<file path="src/rtl/tdpt_divider.sv">
module tdpt_divider #(
    parameter int W = 32
) (
    input  logic         i_clk,
    input  logic         i_rst_n,
    input  logic         i_start,
    input  logic [W-1:0] i_dividend,
    input  logic [W-1:0] i_divisor,
    output logic         o_done,
    output logic [W-1:0] o_quotient,
    output logic [W-1:0] o_remainder
);

    localparam int CW = $clog2(W + 1);

    logic [W-1:0]  r_rem;
    logic [W-1:0]  r_quo;
    logic [W-1:0]  r_dvs;
    logic [CW-1:0] r_cnt;
    logic          r_done;

    logic [W:0]    rem_shift;
    logic [W:0]    rem_diff;
    logic          fits;

    // one restoring step: shift in the next dividend bit, try subtracting
    assign rem_shift = {r_rem, r_quo[W-1]};
    assign rem_diff  = rem_shift - {1'b0, r_dvs};
    assign fits      = (rem_shift >= {1'b0, r_dvs});

    // step counter and control
    always_ff @(posedge i_clk) begin
        if (!i_rst_n) begin
            r_cnt  <= '0;
            r_done <= 1'b0;
        end else begin
            r_done <= 1'b0;
            if (i_start) begin
                r_cnt <= CW'(W);
            end else if (r_cnt != '0) begin
                r_cnt  <= r_cnt - 1'b1;
                r_done <= (r_cnt == CW'(1));
            end
        end
    end

    // quotient and remainder registers
    always_ff @(posedge i_clk) begin
        if (i_start) begin
            r_rem <= '0;
            r_quo <= i_dividend;
            r_dvs <= i_divisor;
        end else if (r_cnt != '0) begin
            r_rem <= fits ? rem_diff[W-1:0] : rem_shift[W-1:0];
            r_quo <= {r_quo[W-2:0], fits};
        end
    end

    assign o_done      = r_done;
    assign o_quotient  = r_quo;
    assign o_remainder = r_rem;

endmodule
</file>
<file path="config.mk">
export PLATFORM = sky130hd
export DESIGN_NAME = tdpt_divider
export DESIGN_NICKNAME = d
export VERILOG_FILES = /design/src/rtl/tdpt_divider.sv
export SDC_FILE = /design/constraint.sdc
export NUM_CORES = 1
export LEC_CHECK = 0
export BUFFER_PORTS_ARGS = -buffer_cell sky130_fd_sc_hd__buf_2
export CELL_PAD_IN_SITES_DETAIL_PLACEMENT = 0
export CELL_PAD_IN_SITES_GLOBAL_PLACEMENT = 1
export CORE_ASPECT_RATIO = 0.8
export CORE_MARGIN = 8
export CORE_UTILIZATION = 40
export CTS_CLUSTER_SIZE = 28
export DETAILED_ROUTE_END_ITERATION = 8
export PLACE_DENSITY_LB_ADDON = 0.05
export SLEW_MARGIN = 20
export SYNTH_ARGS = -nofsm -noshare
export SYNTH_HDL_FRONTEND = slang
export SYNTH_SLANG_ARGS = --single-unit
</file>
<file path="constraint.sdc">
create_clock -name i_clk -period 3.6 [get_ports i_clk]
set_input_delay 0.18 -clock i_clk [delete_from_list [all_inputs] [get_ports i_clk]]
set_output_delay 0.18 -clock i_clk [all_outputs]
set_load 0.02 [all_outputs]
</file>
======== Yosys cells after proc, flatten, opt, wreduce, memory -nomap -nowiden ========
Index checks and enable logic that the tools add are counted.
operators by class
  reductions and logical operators ........ 4
  bitwise gates (word level) .............. 2
  order comparisons ....................... 1
  add/sub/neg operators ................... 2
  eq/ne operators ......................... 1
  mux-type cells .......................... 5
operators by type and width
  operator               count
  $mux W32               3
  $ge A33 B32 Y1         1
  $sub A32 B32 Y32       1
  $mux W6                2
  $eq A6 B1 Y1 const B   1
  $reduce_bool A6 Y1     1
  $sub A6 B1 Y6 const B  1
  $reduce_or A3 Y1       1
  $not A1 Y1             2
  $reduce_bool A2 Y1     1
  $reduce_or A2 Y1       1
word-level totals
  logic and storage cells ................. 21
  flip-flop bits (word level) ............. 103
  input bits .............................. 67
  output and inout bits ................... 65

======== Depth between registers and ports, before layout ========
  word-level depth ........................ 3
  mapped depth ............................ 13
  mapped depth without buffers ............ 11

======== Worst setup path before layout ========
OpenSTA, ideal clock, no wires.
  path kind ............................... flip-flop to flip-flop
  start ................................... register r_rem[3] (netlist: o_remainder[3])
  end ..................................... register r_quo[0] (netlist: o_quotient[0]) (data pin)
  clock period less this slack ............ 2.866 ns
  setup slack ............................. 0.734 ns
  data required time ...................... 3.340 ns
  library setup time ...................... 0.260 ns
  path buffers ............................ 2
  arrival ................................. 2.606 ns
  stages on the path, launching flop included .. 11
  path through ............................ dfxtp_1 -> ha_1 -> a21o_1 -> a31o_1 -> o21a_4 -> o31ai_4 -> a21oi_4 -> or2_1 -> buf_6 -> buf_6 -> mux2_2
between the ends
  longest elaborated chain between the ends .. 3
ends and longest elaborated chain
  item                    RTL line  RTL
  start, declared         16        logic [W-1:0] r_rem;
  start signal, assigned  54        r_rem <= fits ? rem_diff[W-1:0] : rem_shift[W-1:0];
  $ge A33 B32 Y1          29        assign fits = (rem_shift >= {1'b0, r_dvs});
  $mux W32                53        end else if (r_cnt != '0) begin
  $mux W32                49        if (i_start) begin
  end signal, assigned    51        r_quo <= i_dividend;
  end signal, assigned    55        r_quo <= {r_quo[W-2:0], fits};
  end, declared           17        logic [W-1:0] r_quo;
No other way between the ends. The select of a mux whose other input is x is not followed.
A chain may end at the register's enable or synchronous reset.

======== Final worst setup path ========
  start ................................... register r_dvs[21]
  end ..................................... register r_rem[23] (netlist: o_remainder[23])
between the ends
  longest elaborated chain between the ends .. 2
  elaborated cells between the ends (all ways) .. 3
  classes of those cells .................. add/sub (1); order compare (1); mux (1)
ends and longest elaborated chain
  item                                                RTL line  RTL
  start, declared                                     18        logic [W-1:0] r_dvs;
  start signal, assigned                              52        r_dvs <= i_divisor;
  $sub A32 B32 Y32 or $ge A33 B32 Y1 (tied branches)  28, 29
  $mux W32 *                                          54
Mark *: on every way between the ends. The rest lies on a longest branch, timed or not.

==> flow_summary.ini <==
[cts]
cts_max_level = 3
cts_buffer_depth = 2
clock-root-buffer = clkbuf_16
clock-sinks = 103
cts_made_buffers = 9
cts_tree = done
clock_latency_ns = 0.37
clkTransAtPathRegs_ns = 0.07

[yosys]
yosysWarnings = 0
ys_seq_area_share_pct = 44.3
synth_top_area_share_pct = 31.5
yosysMostFrequentCell = edfxtp_1
syn_area_mm2 = 0.00610
synthCells = 613
yosys.area.top_type = edfxtp_1
yosys-top-cells-count = edfxtp_1, nand2_1, nor2_1, inv_1, dfxtp_1
avgSynthCellArea_um2 = 9.94
ys_seq_elements = 103
synth_cell_types = 71
synth_edf_count = 64
synth_ff_type = edfxtp_1
synth-async-reset-ratio_pct = 0
synth_area_leaders = edfxtp_1, dfxtp_1, ha_1
syn_nets = 715

[timing]
rsz0062_at_grt = no
fin_crit_ns = 3.12
setup_viol = 0
setup_tns_ns = 0
whs_ns = 0.0176
final-hold-violation-count = 0
fmax_ghz = 0.321
drv_slew = 0
period_share_pct = 86.6
worst_pin_slew_ns = 0.802
skew_ns = 0.0163
relSlewSlack_pct = 46.6

[place]
dp.cells = 918
place_hpwl_um = 12500
post_dp_cell_area_mm2 = 0.00694
portBuffers = 131
gp_congestion = 0.861

[setup_path]
cp_max_fo = 13
worst_ep_required_time_ns = 3.87
crit_chain = inv_1 -> ha_1 -> a21oi_1 -> o221ai_1 -> o21ai_0 -> and3_1 -> a21oi_4 -> or2_2 -> buf_4 -> mux2i_1 -> a211oi_1
reg2reg_from = r_dvs[21]
end_kind = flop
critPathMaxStageDelay_ns = 0.46
slowest_stage = or2_2
arrival_ns = 3.39
r2r_cells = 11
startpoint_type = flop
crit_type = flop to flop
crit_path_start = r_dvs[21]

[grt]
track_usage_pct = 17.0
grt_max_degree = 67
grt_pass1_vias = 5183
grt_overflow_total = 0
antenna_found_initial = 0
grt_pass1_wl_um = 26900

[detailed_routing]
routed_wl_um = 16700
drc_errors = 0
routedWlPerCell_um = 17.3
vias = 5168
ant_nets = 0
via_per_inst = 5.36
drt_pre_antenna_iters = 5
drt-initial-drc-count = 287

[power]
p_leak_nw = 3.23
p_per_area_mw_per_mm2 = 811
max-vdd-ir-drop_uv = 300
total_power_mw = 6.14

[finish]
finalInstanceArea_mm2 = 0.00757
instances_no_fill = 965
fin_nets = 873
drive_above_1_share_pct = 26.3
n_fill_cell = 1417
diodes = 0
area_delta_synth_final_pct = 24.2

[job]
drv_cap = 0

[worst_hold_path]
worstHoldPathCells = 1
worstHoldStart = i_divisor[20]
hold_class = input port to flop

[floorplanning]
placementRows = 40
pin_count = 132
start_util_pct = 40.7
fp.coreArea_mm2 = 0.0150
fp.dieW_um = 154
dieHeight_um = 126
die_area_mm2 = 0.0195

[status]
status = finished, final reports clean
## worst max-delay path: cells and delay by family (launching register included)
family,cells,cell delay [ns]
flip-flops,1,0.34
buffers and inverters,2,0.29
AND/OR/NAND/NOR,2,0.70
AO/OA/AOI/OAI,5,1.19
multiplexers,1,0.12
adder cells (fa/ha/maj),1,0.37
## sequential cells by signal, indices dropped and copies added, names as in the netlist
| signal | flops |
|---|---|
| o_remainder | 32 |
| r_dvs | 32 |
| o_done | 1 |
| o_quotient | 32 |
| r_cnt | 6 |
## what timing repair did
| action | in CTS | in global routing |
|---|---|---|
| hold buffers | 31 | 0 |
| setup endpoints to repair | 0 | 4 |
| setup buffers | 0 | 0 |
| gates resized for setup | 0 | 1 |
| endpoints found under the hold margin | 31 | 0 |
## layer usage
layer  track usage [%]  wire length, um  vias up
li1                  -                -     2586
met1              23.0             8100     2449
met2              27.0             7720      124
met3              4.11              779        9
met4              4.14              126        0
met5                 0                0        -
## per-stage QoR
| stage | utilization [%] | setup slack (ns) |
|---|---|---|
| 2_1_floorplan | - | 0.734 |
| 3_3_place_gp | 46.4 | 0.427 |
| 3_5_place_dp | 46.4 | 0.328 |
| 4_1_cts | 50.6 | 0.276 |
| 5_1_grt | 50.6 | 0.227 |
| 6_report | 50.6 | 0.481 |
## final cells by class
| cell class | instances | area [um2] | area share [%] |
|---|---|---|---|
| timing repair buffer | 171 | 1050 | 13.8 |
| clock buffer | 9 | 225 | 2.97 |
| inverter | 46 | 173 | 2.28 |
| tap | 189 | 236 | 3.12 |
| clock inverter | 7 | 96.3 | 1.27 |
| sequential | 103 | 2700 | 35.7 |
| multi-input combinational | 440 | 3090 | 40.8 |
## cells by family after synthesis
group / Yosys count / share of synthesized area, %
buffers and inverters: 70 / 4.97
flip-flops: 103 / 44.3
adder cells (fa/ha/maj): 35 / 7.31
AND/OR/NAND/NOR: 198 / 15.9
AO/OA/AOI/OAI: 148 / 17.5
XOR/XNOR: 20 / 2.87
multiplexers: 39 / 7.12
## final timing paths
kind,to,slack (ns)
min reg2reg,o_remainder[17],0.52
max,o_remainder[23],0.48
max reg2reg,o_remainder[23],0.48
min,r_dvs[20],0.02
## report_power, final
group | leakage [nW] | internal [mW] | switching, mW
Sequential | 0.965 | 1.61 | 0.241
Clock | 0.154 | 0.562 | 0.502
Combinational | 2.11 | 1.22 | 2.01
Total | 3.23 | 3.39 | 2.75
## layout by cell type (no fill, tap or decap), drive strengths merged, types with 8 or more instances in the layout
| cell type | n |
|---|---|
| a311oi | 16 |
| nor2 | 56 |
| edfxtp | 64 |
| nor3 | 11 |
| xnor2 | 13 |
| clkbuf | 9 |
| a211oi | 10 |
| a21o | 8 |
| a21oi | 35 |
| dlygate4sd3 | 31 |
| nand2 | 57 |
| o21ai | 24 |
| mux2 | 35 |
| dfxtp | 39 |
| nand2b | 8 |
| buf | 140 |
| nand3 | 11 |
| ha | 34 |
| nand4 | 8 |
| inv | 49 |
Power figures use the tool's default switching activity.
